### config.mk
export PLATFORM = sky130hd
export DESIGN_NAME = grid_local_peak_finder_flat
export DESIGN_NICKNAME = d
export VERILOG_FILES = /design/src/rtl/glpf_pkg.sv /design/src/rtl/glpf_if.sv /design/src/rtl/glpf_cell.sv /design/src/rtl/grid_local_peak_finder.sv /design/src/flat_wrapper.sv
export SDC_FILE = /design/constraint.sdc
export NUM_CORES = 2
export LEC_CHECK = 0
export BUFFER_PORTS_ARGS = -buffer_cell sky130_fd_sc_hd__buf_2
export CAP_MARGIN = 25
export CORE_AREA = 2 2 389 391
export DETAILED_ROUTE_END_ITERATION = 10
export DIE_AREA = 0 0 391 393
export PLACE_DENSITY = 0.69
export SLEW_MARGIN = 20
export SYNTH_ARGS = -nofsm -noshare
export SYNTH_HDL_FRONTEND = slang
export SYNTH_SLANG_ARGS = --single-unit
### constraint.sdc
create_clock -name i_clk -period 61.6 [get_ports i_clk]
set_input_delay 15.4 -clock i_clk [delete_from_list [all_inputs] [get_ports i_clk]]
set_output_delay 15.4 -clock i_clk [all_outputs]
set_load 0.05 [all_outputs]
### src/rtl/glpf_pkg.sv
// Shared constants and types for the grid local peak finder.
// No dependencies; the RTL files refer to it by scoped names, the bench files import it.
package glpf_pkg;

    localparam int MAX_COLS   = 32;
    localparam int COL_W      = $clog2(MAX_COLS);
    localparam int PIXEL_BITS = 16;
    localparam int ROW_W      = 10;
    localparam int ROWS_REG_W = 11;
    localparam int COLS_REG_W = 6;
    localparam int CFG_ADDR_W = 4;
    localparam int CFG_DATA_W = 11;

    localparam logic [CFG_ADDR_W-1:0] CFG_GRID_ROWS = CFG_ADDR_W'(0);
    localparam logic [CFG_ADDR_W-1:0] CFG_GRID_COLS = CFG_ADDR_W'(1);

    localparam logic [ROWS_REG_W-1:0] GRID_ROWS_RESET = ROWS_REG_W'(20);
    localparam logic [COLS_REG_W-1:0] GRID_COLS_RESET = COLS_REG_W'(20);
    localparam logic [ROWS_REG_W-1:0] ROWS_MIN        = ROWS_REG_W'(2);
    localparam logic [ROWS_REG_W-1:0] ROWS_MAX        = ROWS_REG_W'(1024);
    localparam logic [COLS_REG_W-1:0] COLS_MIN        = COLS_REG_W'(2);
    localparam logic [COLS_REG_W-1:0] COLS_MAX        = COLS_REG_W'(MAX_COLS);

    // Per-cell control: global strobes plus the cell's place in the row.
    typedef struct packed {
        logic shift;       // pixel transaction: advance both line chains
        logic capture;     // latch the last-row peak flag
        logic flag_shift;  // move flags one cell toward cell 0
        logic tail;        // this cell is the last column of the row
        logic active;      // this cell lies inside the row
        logic has_left;    // a left neighbor exists
    } t_cell_ctl;

endpackage

### src/rtl/glpf_if.sv
// Stream interfaces for the grid local peak finder: pixel in, peak out,
// register writes. Depends on glpf_pkg for field widths.
interface glpf_pix_if;
    logic                             valid;
    logic                             ready;
    logic [glpf_pkg::PIXEL_BITS-1:0]  pixel;
    modport source (output valid, output pixel, input ready);
    modport sink   (input valid, input pixel, output ready);
endinterface

interface glpf_peak_if;
    logic                        valid;
    logic                        ready;
    logic [glpf_pkg::ROW_W-1:0]  peak_row;
    logic [glpf_pkg::COL_W-1:0]  peak_col;
    logic                        last;
    modport source (output valid, output peak_row, output peak_col, output last, input ready);
    modport sink   (input valid, input peak_row, input peak_col, input last, output ready);
endinterface

interface glpf_cfg_if;
    logic                             valid;
    logic                             ready;
    logic [glpf_pkg::CFG_ADDR_W-1:0]  addr;
    logic [glpf_pkg::CFG_DATA_W-1:0]  data;
    modport source (output valid, output addr, output data, input ready);
    modport sink   (input valid, input addr, input data, output ready);
endinterface

### src/rtl/glpf_cell.sv
// One column cell: a tap of the current-row and previous-row delay lines
// plus the last-row peak flag. Depends on glpf_pkg.
module glpf_cell (
    input  logic                            i_clk,
    input  glpf_pkg::t_cell_ctl             i_ctl,
    input  logic [glpf_pkg::PIXEL_BITS-1:0] i_pixel,
    input  logic [glpf_pkg::PIXEL_BITS-1:0] i_l1_feed,
    input  logic [glpf_pkg::PIXEL_BITS-1:0] i_l1_left,
    input  logic [glpf_pkg::PIXEL_BITS-1:0] i_l1_right,
    input  logic [glpf_pkg::PIXEL_BITS-1:0] i_l2_right,
    input  logic                            i_flag_right,
    output logic [glpf_pkg::PIXEL_BITS-1:0] o_l1,
    output logic [glpf_pkg::PIXEL_BITS-1:0] o_l2,
    output logic                            o_flag
);

    logic [glpf_pkg::PIXEL_BITS-1:0] r_l1;
    logic [glpf_pkg::PIXEL_BITS-1:0] r_l2;
    logic                            r_flag;
    logic                            w_peak;

    // Last row sits in l1, the row above it in l2; the bottom edge has no neighbor.
    assign w_peak = (r_l1 >= r_l2)
                 && (!i_ctl.has_left || r_l1 >= i_l1_left)
                 && (i_ctl.tail || r_l1 >= i_l1_right);

    always_ff @(posedge i_clk) begin
        if (i_ctl.shift) begin
            r_l1 <= i_ctl.tail ? i_pixel : i_l1_right;
            r_l2 <= i_ctl.tail ? i_l1_feed : i_l2_right;
        end
        if (i_ctl.capture) begin
            r_flag <= i_ctl.active && w_peak;
        end else if (i_ctl.flag_shift) begin
            r_flag <= i_flag_right;
        end
    end

    assign o_l1   = r_l1;
    assign o_l2   = r_l2;
    assign o_flag = r_flag;

endmodule

### src/rtl/grid_local_peak_finder.sv
// Grid local peak finder top level: row of column cells plus control.
// Depends on glpf_pkg, glpf_if (interfaces) and glpf_cell.
//
// Usage:
//   i_pix  carries the frame's pixels in raster order, one per transaction.
//   o_peak carries (row, col) of each cell that is >= its existing up, down,
//          left and right neighbors, in raster order; last marks the final
//          result caused by one pixel.
//   i_cfg  writes grid_rows (address 0) and grid_cols (address 1); a
//          write to either restarts the frame. Write only while the block is idle.
// Throughput: one pixel per cycle while o_peak keeps up. Pixel (r,c) with
//   r >= 1 settles cell (r-1,c), whose result is presented on the cycle
//   after the transaction; the frame's last pixel's result is held until
//   S_HEAD. After the frame's last pixel the block stops taking pixels
//   while it captures the last row's flags in the cells and walks them out
//   one column a cycle, pausing while o_peak stalls on a flagged column.
// Reset: grid 20 x 20, position (0,0), no result pending. Line contents
//   are undefined until written and are never read before that.
// Stall: a single output register holds the pending result; while it is
//   full and not taken, i_pix.ready stays low.
module grid_local_peak_finder (
    input  logic            i_clk,
    input  logic            i_rst_n,
    glpf_pix_if.sink        i_pix,
    glpf_peak_if.source     o_peak,
    glpf_cfg_if.sink        i_cfg
);

    typedef enum logic [1:0] {S_RUN, S_CAPT, S_HEAD, S_SCAN} t_state;

    localparam int PB = glpf_pkg::PIXEL_BITS;
    localparam int CW = glpf_pkg::COL_W;
    localparam int RW = glpf_pkg::ROW_W;
    localparam int NC = glpf_pkg::MAX_COLS;

    t_state                             r_state, n_state;
    logic [RW-1:0]                      r_row, n_row;
    logic [CW-1:0]                      r_col, n_col;
    logic [CW-1:0]                      r_scan, n_scan;
    logic [glpf_pkg::ROWS_REG_W-1:0]    r_grid_rows, n_grid_rows;
    logic [glpf_pkg::COLS_REG_W-1:0]    r_grid_cols, n_grid_cols;
    logic                               r_hold_valid, n_hold_valid;
    logic                               r_out_valid, n_out_valid;
    logic [RW-1:0]                      r_hold_row, n_hold_row;
    logic [CW-1:0]                      r_hold_col, n_hold_col;
    logic [RW-1:0]                      r_out_row, n_out_row;
    logic [CW-1:0]                      r_out_col, n_out_col;
    logic                               r_out_last, n_out_last;
    logic [PB-1:0]                      r_prev, n_prev;

    logic [glpf_pkg::ROWS_REG_W-1:0]    w_rows_eff, w_rows_m1;
    logic [glpf_pkg::COLS_REG_W-1:0]    w_cols_eff, w_cols_m1;
    logic [RW-1:0]                      w_last_row;
    logic [CW-1:0]                      w_last_col;
    logic [RW-1:0]                      w_row_use;
    logic [CW-1:0]                      w_col_use;
    logic                               w_pix_acc, w_cfg_acc, w_out_free;
    logic                               w_frame_end, w_peak, w_scan_adv;
    logic                               w_flag_rest;

    logic [PB-1:0]                      w_l1   [NC];
    logic [PB-1:0]                      w_l2   [NC];
    logic [NC-1:0]                      w_flag;
    glpf_pkg::t_cell_ctl                w_ctl  [NC];

    // Clamp the registers to their usable ranges.
    always_comb begin
        if (r_grid_rows < glpf_pkg::ROWS_MIN) begin
            w_rows_eff = glpf_pkg::ROWS_MIN;
        end else if (r_grid_rows > glpf_pkg::ROWS_MAX) begin
            w_rows_eff = glpf_pkg::ROWS_MAX;
        end else begin
            w_rows_eff = r_grid_rows;
        end
        if (r_grid_cols < glpf_pkg::COLS_MIN) begin
            w_cols_eff = glpf_pkg::COLS_MIN;
        end else if (r_grid_cols > glpf_pkg::COLS_MAX) begin
            w_cols_eff = glpf_pkg::COLS_MAX;
        end else begin
            w_cols_eff = r_grid_cols;
        end
    end

    assign w_rows_m1  = w_rows_eff - glpf_pkg::ROWS_REG_W'(1);
    assign w_cols_m1  = w_cols_eff - glpf_pkg::COLS_REG_W'(1);
    assign w_last_row = w_rows_m1[RW-1:0];
    assign w_last_col = w_cols_m1[CW-1:0];
    assign w_row_use  = (r_row > w_last_row) ? '0 : r_row;
    assign w_col_use  = (r_col > w_last_col) ? '0 : r_col;

    assign w_out_free  = !r_out_valid || o_peak.ready;
    assign i_pix.ready = (r_state == S_RUN) && w_out_free;
    assign i_cfg.ready = 1'b1;
    assign w_pix_acc   = i_pix.valid && i_pix.ready;
    assign w_cfg_acc   = i_cfg.valid && i_cfg.ready;
    assign w_frame_end = (w_row_use == w_last_row) && (w_col_use == w_last_col);
    assign w_scan_adv  = (r_state == S_SCAN) && (!w_flag[0] || w_out_free);
    assign w_flag_rest = |w_flag[NC-1:1];

    // Cell (r-1,c): above in l2 cell 0, below is the incoming pixel,
    // left in r_prev (l1 cell 0 at the previous transaction), right in l1 cell 1.
    assign w_peak = (w_row_use != '0)
                 && (w_row_use < RW'(2) || w_l1[0] >= w_l2[0])
                 && (w_l1[0] >= i_pix.pixel)
                 && (w_col_use == '0 || w_l1[0] >= r_prev)
                 && (w_col_use == w_last_col || w_l1[0] >= w_l1[1]);

    genvar k;
    generate
        for (k = 0; k < NC; k++) begin : g_cell
            logic [PB-1:0] w_left, w_l1_right, w_l2_right;
            logic          w_flag_right;

            if (k == 0) begin : g_first
                assign w_left = '0;
            end else begin : g_mid
                assign w_left = w_l1[k-1];
            end
            if (k == NC - 1) begin : g_end
                assign w_l1_right   = '0;
                assign w_l2_right   = '0;
                assign w_flag_right = 1'b0;
            end else begin : g_inner
                assign w_l1_right   = w_l1[k+1];
                assign w_l2_right   = w_l2[k+1];
                assign w_flag_right = w_flag[k+1];
            end

            assign w_ctl[k].shift      = w_pix_acc;
            assign w_ctl[k].capture    = (r_state == S_CAPT);
            assign w_ctl[k].flag_shift = w_scan_adv;
            assign w_ctl[k].tail       = (CW'(k) == w_last_col);
            assign w_ctl[k].active     = (CW'(k) <= w_last_col);
            assign w_ctl[k].has_left   = (k != 0);

            glpf_cell u_cell (
                .i_clk        (i_clk),
                .i_ctl        (w_ctl[k]),
                .i_pixel      (i_pix.pixel),
                .i_l1_feed    (w_l1[0]),
                .i_l1_left    (w_left),
                .i_l1_right   (w_l1_right),
                .i_l2_right   (w_l2_right),
                .i_flag_right (w_flag_right),
                .o_l1         (w_l1[k]),
                .o_l2         (w_l2[k]),
                .o_flag       (w_flag[k])
            );
        end
    endgenerate

    always_comb begin
        n_state      = r_state;
        n_row        = r_row;
        n_col        = r_col;
        n_scan       = r_scan;
        n_grid_rows  = r_grid_rows;
        n_grid_cols  = r_grid_cols;
        n_hold_valid = r_hold_valid;
        n_hold_row   = r_hold_row;
        n_hold_col   = r_hold_col;
        n_prev       = r_prev;
        n_out_valid  = r_out_valid && !o_peak.ready;
        n_out_row    = r_out_row;
        n_out_col    = r_out_col;
        n_out_last   = r_out_last;

        case (r_state)
            S_RUN: begin
                if (w_pix_acc) begin
                    n_prev = w_l1[0];
                    if (w_frame_end) begin
                        // hold this result until the last row's flags are known
                        n_hold_valid = w_peak;
                        n_hold_row   = w_row_use - RW'(1);
                        n_hold_col   = w_col_use;
                        n_state      = S_CAPT;
                    end else if (w_peak) begin
                        n_out_valid = 1'b1;
                        n_out_row   = w_row_use - RW'(1);
                        n_out_col   = w_col_use;
                        n_out_last  = 1'b1;
                    end
                    if (w_col_use == w_last_col) begin
                        n_col = '0;
                        n_row = (w_row_use == w_last_row) ? '0 : w_row_use + RW'(1);
                    end else begin
                        n_col = w_col_use + CW'(1);
                        n_row = w_row_use;
                    end
                end
            end
            S_CAPT: begin
                n_state = S_HEAD;
            end
            S_HEAD: begin
                if (!r_hold_valid) begin
                    n_scan  = '0;
                    n_state = S_SCAN;
                end else if (w_out_free) begin
                    n_out_valid  = 1'b1;
                    n_out_row    = r_hold_row;
                    n_out_col    = r_hold_col;
                    n_out_last   = !(|w_flag);
                    n_hold_valid = 1'b0;
                    n_scan       = '0;
                    n_state      = S_SCAN;
                end
            end
            S_SCAN: begin
                if (w_scan_adv) begin
                    if (w_flag[0]) begin
                        n_out_valid = 1'b1;
                        n_out_row   = w_last_row;
                        n_out_col   = r_scan;
                        n_out_last  = !w_flag_rest;
                    end
                    if (r_scan == w_last_col) begin
                        n_state = S_RUN;
                    end else begin
                        n_scan = r_scan + CW'(1);
                    end
                end
            end
            default: begin
                n_state = S_RUN;
            end
        endcase

        // Register write to a mapped address: store and restart the frame.
        if (w_cfg_acc) begin
            if (i_cfg.addr == glpf_pkg::CFG_GRID_ROWS) begin
                n_grid_rows = i_cfg.data[glpf_pkg::ROWS_REG_W-1:0];
                n_row       = '0;
                n_col       = '0;
            end else if (i_cfg.addr == glpf_pkg::CFG_GRID_COLS) begin
                n_grid_cols = i_cfg.data[glpf_pkg::COLS_REG_W-1:0];
                n_row       = '0;
                n_col       = '0;
            end
        end
    end

    always_ff @(posedge i_clk) begin
        if (!i_rst_n) begin
            r_state      <= S_RUN;
            r_row        <= '0;
            r_col        <= '0;
            r_scan       <= '0;
            r_grid_rows  <= glpf_pkg::GRID_ROWS_RESET;
            r_grid_cols  <= glpf_pkg::GRID_COLS_RESET;
            r_hold_valid <= 1'b0;
            r_out_valid  <= 1'b0;
        end else begin
            r_state      <= n_state;
            r_row        <= n_row;
            r_col        <= n_col;
            r_scan       <= n_scan;
            r_grid_rows  <= n_grid_rows;
            r_grid_cols  <= n_grid_cols;
            r_hold_valid <= n_hold_valid;
            r_out_valid  <= n_out_valid;
        end
        r_hold_row <= n_hold_row;
        r_hold_col <= n_hold_col;
        r_out_row  <= n_out_row;
        r_out_col  <= n_out_col;
        r_out_last <= n_out_last;
        r_prev     <= n_prev;
    end

    assign o_peak.valid    = r_out_valid;
    assign o_peak.peak_row = r_out_row;
    assign o_peak.peak_col = r_out_col;
    assign o_peak.last     = r_out_last;

endmodule

### src/flat_wrapper.sv
// flat-port wrapper written by rule: the top's interface ports become plain ports
module grid_local_peak_finder_flat 
  (i_clk, i_rst_n, i_pix_valid, i_pix_pixel, i_pix_ready, o_peak_valid, o_peak_peak_row, o_peak_peak_col, o_peak_last, o_peak_ready, i_cfg_valid, i_cfg_addr, i_cfg_data, i_cfg_ready);
  glpf_pix_if i_pix_i ();
  glpf_peak_if o_peak_i ();
  glpf_cfg_if i_cfg_i ();
  input  logic i_clk;
  input  logic i_rst_n;
  input wire logic [$bits(i_pix_i.valid)-1:0] i_pix_valid;
  input wire logic [$bits(i_pix_i.pixel)-1:0] i_pix_pixel;
  output wire logic [$bits(i_pix_i.ready)-1:0] i_pix_ready;
  output wire logic [$bits(o_peak_i.valid)-1:0] o_peak_valid;
  output wire logic [$bits(o_peak_i.peak_row)-1:0] o_peak_peak_row;
  output wire logic [$bits(o_peak_i.peak_col)-1:0] o_peak_peak_col;
  output wire logic [$bits(o_peak_i.last)-1:0] o_peak_last;
  input wire logic [$bits(o_peak_i.ready)-1:0] o_peak_ready;
  input wire logic [$bits(i_cfg_i.valid)-1:0] i_cfg_valid;
  input wire logic [$bits(i_cfg_i.addr)-1:0] i_cfg_addr;
  input wire logic [$bits(i_cfg_i.data)-1:0] i_cfg_data;
  output wire logic [$bits(i_cfg_i.ready)-1:0] i_cfg_ready;
  assign i_pix_i.valid = i_pix_valid;
  assign i_pix_i.pixel = i_pix_pixel;
  assign i_pix_ready = i_pix_i.ready;
  assign o_peak_valid = o_peak_i.valid;
  assign o_peak_peak_row = o_peak_i.peak_row;
  assign o_peak_peak_col = o_peak_i.peak_col;
  assign o_peak_last = o_peak_i.last;
  assign o_peak_i.ready = o_peak_ready;
  assign i_cfg_i.valid = i_cfg_valid;
  assign i_cfg_i.addr = i_cfg_addr;
  assign i_cfg_i.data = i_cfg_data;
  assign i_cfg_ready = i_cfg_i.ready;
  grid_local_peak_finder u_core (.i_clk(i_clk), .i_rst_n(i_rst_n), .i_pix(i_pix_i), .o_peak(o_peak_i), .i_cfg(i_cfg_i));
endmodule
==> results.sh <==
export IMPL_dr_pass1_iters=7
export IMPL_crit_top_cell="buf_2"
export IMPL_die_h_um=393
export IMPL_cp_required_ps=46200
export IMPL_grt_usage_pct=28.0
export IMPL_hold_path_class="register to register"
export IMPL_cts_tree="yes"
export IMPL_cp_depth=4
export IMPL_yosysUniqueCellTypes=89
export IMPL_cp_max_fo=5
export IMPL_reg2regPathDepth=20
export IMPL_worstSetupStartpointType="primary input"
export IMPL_grt_pass1_vias=54365
export IMPL_ir_drop_mv=0.0252
export IMPL_r2r_end="u_core.o_peak.peak_col[1]"
export IMPL_layout_nets=8331
export IMPL_grt_max_degree=182
export IMPL_first_iter_violations=5530
export IMPL_drc=0
export IMPL_yosys_warnings=0
export IMPL_slew_headroom_pct=16.0
export IMPL_place_congestion=0.917
export IMPL_die_area_mm2=0.154
export IMPL_grt_antenna_before_repair=13
export IMPL_grt_pass1_wl_um=326000
export IMPL_synth_area_per_cell_um2=10.2
export IMPL_htreeDepth=4
export IMPL_start_util_pct=49.8
export IMPL_maxCapViolCount=0
export IMPL_ys_top_cells_by_area="edfxtp_1 (45%), ha_1 (18%), o21ai_0 (5.7%)"
export IMPL_io_pins=55
export IMPL_period_share_pct=51.2
export IMPL_path_cells="buf_2, nand2b_1, and2_1, buf_2"
export IMPL_critPathLaunch="o_peak_ready"
export IMPL_reg2reg_from="u_core.r_grid_rows[1]"
export IMPL_drv_slew=0
export IMPL_rows=142
export IMPL_fin_setup_tns_ps=0
export IMPL_crit_buf_inv=2
export IMPL_setup_viol=0
export IMPL_final_layout_size_suffix_gt1_share_pct=10.2
export IMPL_grt_ovfl_total=0
export IMPL_path_clk_slew_ps=60
export IMPL_skew_ps=28.5
export IMPL_crit_end="i_pix_ready"
export IMPL_synth_top_flop_cell="edfxtp_1"
export IMPL_post_route_min_period_ps=31520
export IMPL_pwr_share_comb_pct=13.5
export IMPL_power_density_mw_per_mm2=24.8
export IMPL_status="finished clean"
export IMPL_hold_violations=0
export IMPL_fmax_ghz=0.0317
export IMPL_cts_buffer_depth=3
export IMPL_synth_edf_count=1103
export IMPL_ctsHoldBuffers=0
export IMPL_cp_slowest_cell="buf_2"
export IMPL_crit_arrival_ps=16120
export IMPL_ys_ff_latch=1144
export IMPL_yosys_area_top_type="edfxtp_1"
export IMPL_wl_per_cell_um=23.3
export IMPL_worst_pin_slew_ps=1240
export IMPL_internal_power_mw=1.47
export IMPL_path_delay_family="simple AND/OR/NAND/NOR gates"
export IMPL_pwr_share_clk_pct=39.3
export IMPL_holdPathStages=2
export IMPL_placed_cell_area_mm2=0.0766
export IMPL_dpl_hpwl_um=144000
export IMPL_async_reset_ff_share_pct=0
export IMPL_rsz0062_at_grt="false"
export IMPL_netlist_instances=7265
export IMPL_seqPwrFrac_pct=47.1
export IMPL_switching_power_uw=544
export IMPL_drt_wl_total_um=217000
export IMPL_syn_nets=8371
export IMPL_clkLatencyLatePin_ps=780
export IMPL_power_leakage_nw=36.2
export IMPL_cts_resized=0
export IMPL_clockRootBuffer="clkbuf_16"
export IMPL_stdcell_area_mm2=0.0810
export IMPL_antenna_left=0
export IMPL_io_buffer_count=53
export IMPL_p_total_mw=2.01
export IMPL_swShare_pct=27.0
export IMPL_crit_type="primary input to output port"
export IMPL_core_area_mm2=0.149
export IMPL_cts_sinks=1144
export IMPL_vias_per_cell=5.93
export IMPL_synth_top_cell_area_share_pct=44.5
export IMPL_holdWs_ps=508
export IMPL_cts_setup_buffers=0
export IMPL_netlist_area_mm2=0.0744
export IMPL_ys_seq_area_share_pct=45.6
export IMPL_die_w_um=391
export IMPL_crit_path_end_kind="output port"
export IMPL_cp_slowest_stage_delay_ps=210
export IMPL_syn_to_final_growth_pct=8.93
export IMPL_num_vias=55043
export IMPL_reg2reg_slack_ps=53790
export IMPL_cts_made_buffers=133
==> flip-flops by register name (all words and copies together), names as in the netlist, 2 cells and up <==
name / count
u_core.g_cell.u_cell.o_l1: 512
u_core.g_cell.u_cell.o_l2: 512
u_core.g_cell.u_cell.o_flag: 32
u_core.r_prev: 16
u_core.r_grid_rows: 11
u_core.o_peak.peak_row: 10
u_core.r_hold_row: 10
u_core.r_row: 10
u_core.r_grid_cols: 6
u_core.o_peak.peak_col: 5
u_core.r_col: 5
u_core.r_hold_col: 5
u_core.r_scan: 5
u_core.r_state: 2
==> per-stage QoR <==
step           util (%)  setup WS (ps)  instances
2_1_floorplan         -          18980       7265
3_3_place_gp       51.3          30100       9023
3_5_place_dp       51.3          30080       9026
4_1_cts            54.2          30080       9264
5_1_grt            54.3          30040       9275
6_report           54.3          30080       9279
==> worst min path at each step <==
stage	endpoint	from	slack [ps]
finish	u_core.r_state[1]	u_core.r_state[1]	510
global route	u_core.r_state[1]	u_core.r_state[1]	530
CTS	u_core.r_state[1]	u_core.r_state[1]	510
detailed placement	u_core.r_state[1]	u_core.r_state[1]	500
global placement	u_core.r_state[1]	u_core.r_state[1]	480
floorplan	u_core.r_prev[0]	u_core.g_cell[0].u_cell.o_l1[0]	450
==> final cells by class <==
class / instances / area [um^2]
Fill cell: 12804 / 68200
Multi-Input combinational cell: 4742 / 35400
Clock inverter: 71 / 629
Sequential cell: 1144 / 33900
Antenna cell: 7 / 17.5
Tap cell: 1944 / 2430
Clock buffer: 167 / 3610
Timing Repair Buffer: 143 / 1050
Inverter: 1061 / 3990
==> cell usage in the layout (no fill, tap or decap), drive strengths merged, types with 13 or more instances in the layout <==
cell type | synthesis | routed
a21o | 195 | 195
a21oi | 310 | 310
o211ai | 44 | 44
o21ai | 853 | 853
nor3 | 43 | 43
o21a | 47 | 47
mux2i | 21 | 21
mux2 | 362 | 362
ha | 1070 | 1070
a221o | 14 | 14
o31ai | 21 | 21
nor4 | 27 | 27
clkinv | 5 | 51
a211oi | 37 | 37
a31oi | 30 | 30
nand3 | 64 | 64
nand2 | 842 | 842
nand2b | 71 | 71
and2 | 44 | 44
dfxtp | 41 | 41
clkbuf | 303 | 167
nor2 | 153 | 153
xnor2 | 18 | 18
a221oi | 13 | 13
a2111oi | 21 | 21
edfxtp | 1103 | 1103
nand4 | 119 | 119
and3 | 33 | 33
or3 | 20 | 20
nor2b | 96 | 96
inv | 1056 | 1066
buf | 15 | 143
==> per-layer routing <==
metal | vias to the layer above | GRT usage, % | part of all wire [%] | wire, um
li1 | 25821 | - | - | -
met1 | 26553 | 34.0 | 39 | 84200
met2 | 2066 | 47.7 | 48 | 105000
met3 | 599 | 4.52 | 7.0 | 15100
met4 | 4 | 15.2 | 5.7 | 12300
met5 | - | 0 | 0.022 | 47
==> cells in the mapped netlist (9+ instances only) <==
master / count
and4_1: 10
nor3_1: 43
o31ai_1: 20
nand3_1: 63
mux2_2: 362
o211ai_1: 43
a2111oi_0: 21
xnor2_1: 18
o22ai_1: 9
and3_1: 33
a22oi_1: 11
o2111ai_1: 9
o31a_1: 11
o21a_1: 47
ha_1: 1070
a221o_1: 14
a211oi_1: 37
inv_1: 1053
nor2b_1: 96
buf_1: 10
nor2_1: 153
a31oi_1: 29
a221oi_1: 13
o21ai_0: 851
dfxtp_1: 41
o21bai_1: 10
clkbuf_1: 303
and2_1: 43
a21o_1: 195
nand2_1: 841
or3_1: 20
a21oi_1: 308
nand4_1: 119
nand2b_1: 71
nor4_1: 25
mux2i_1: 21
o211a_1: 10
a211o_1: 10
edfxtp_1: 1103
==> cells by family after synthesis <==
logic type / Yosys count / synth area share (%)
AOI/OAI and AO/OA: 1716 / 13.7
xor gates and xnor gates: 23 / 0.271
adders and majority gates: 1070 / 18.0
buffers and inverters: 1379 / 6.97
DFF: 1144 / 45.6
muxes: 383 / 5.76
other: 1 / 0.00504
and+or+nand+nor: 1549 / 9.64
==> power by group through the flow <==
stage | sequential, mW | combinational [mW] | clock (mW)
2_1_floorplan | 0.977 | 0.184 | 0
3_3_place_gp | 0.963 | 0.252 | 0
3_5_place_dp | 0.964 | 0.266 | 0
4_1_cts | 0.948 | 0.269 | 0.797
5_1_grt | 0.952 | 0.308 | 0.827
6_report | 0.949 | 0.273 | 0.791
==> worst min-delay path: cells and delay by family (launching register included) <==
family / cells / cell delay (ps)
flops: 1 / 330
mux: 1 / 60
simple gates: 1 / 70
(Power assumes the default switching activity.)
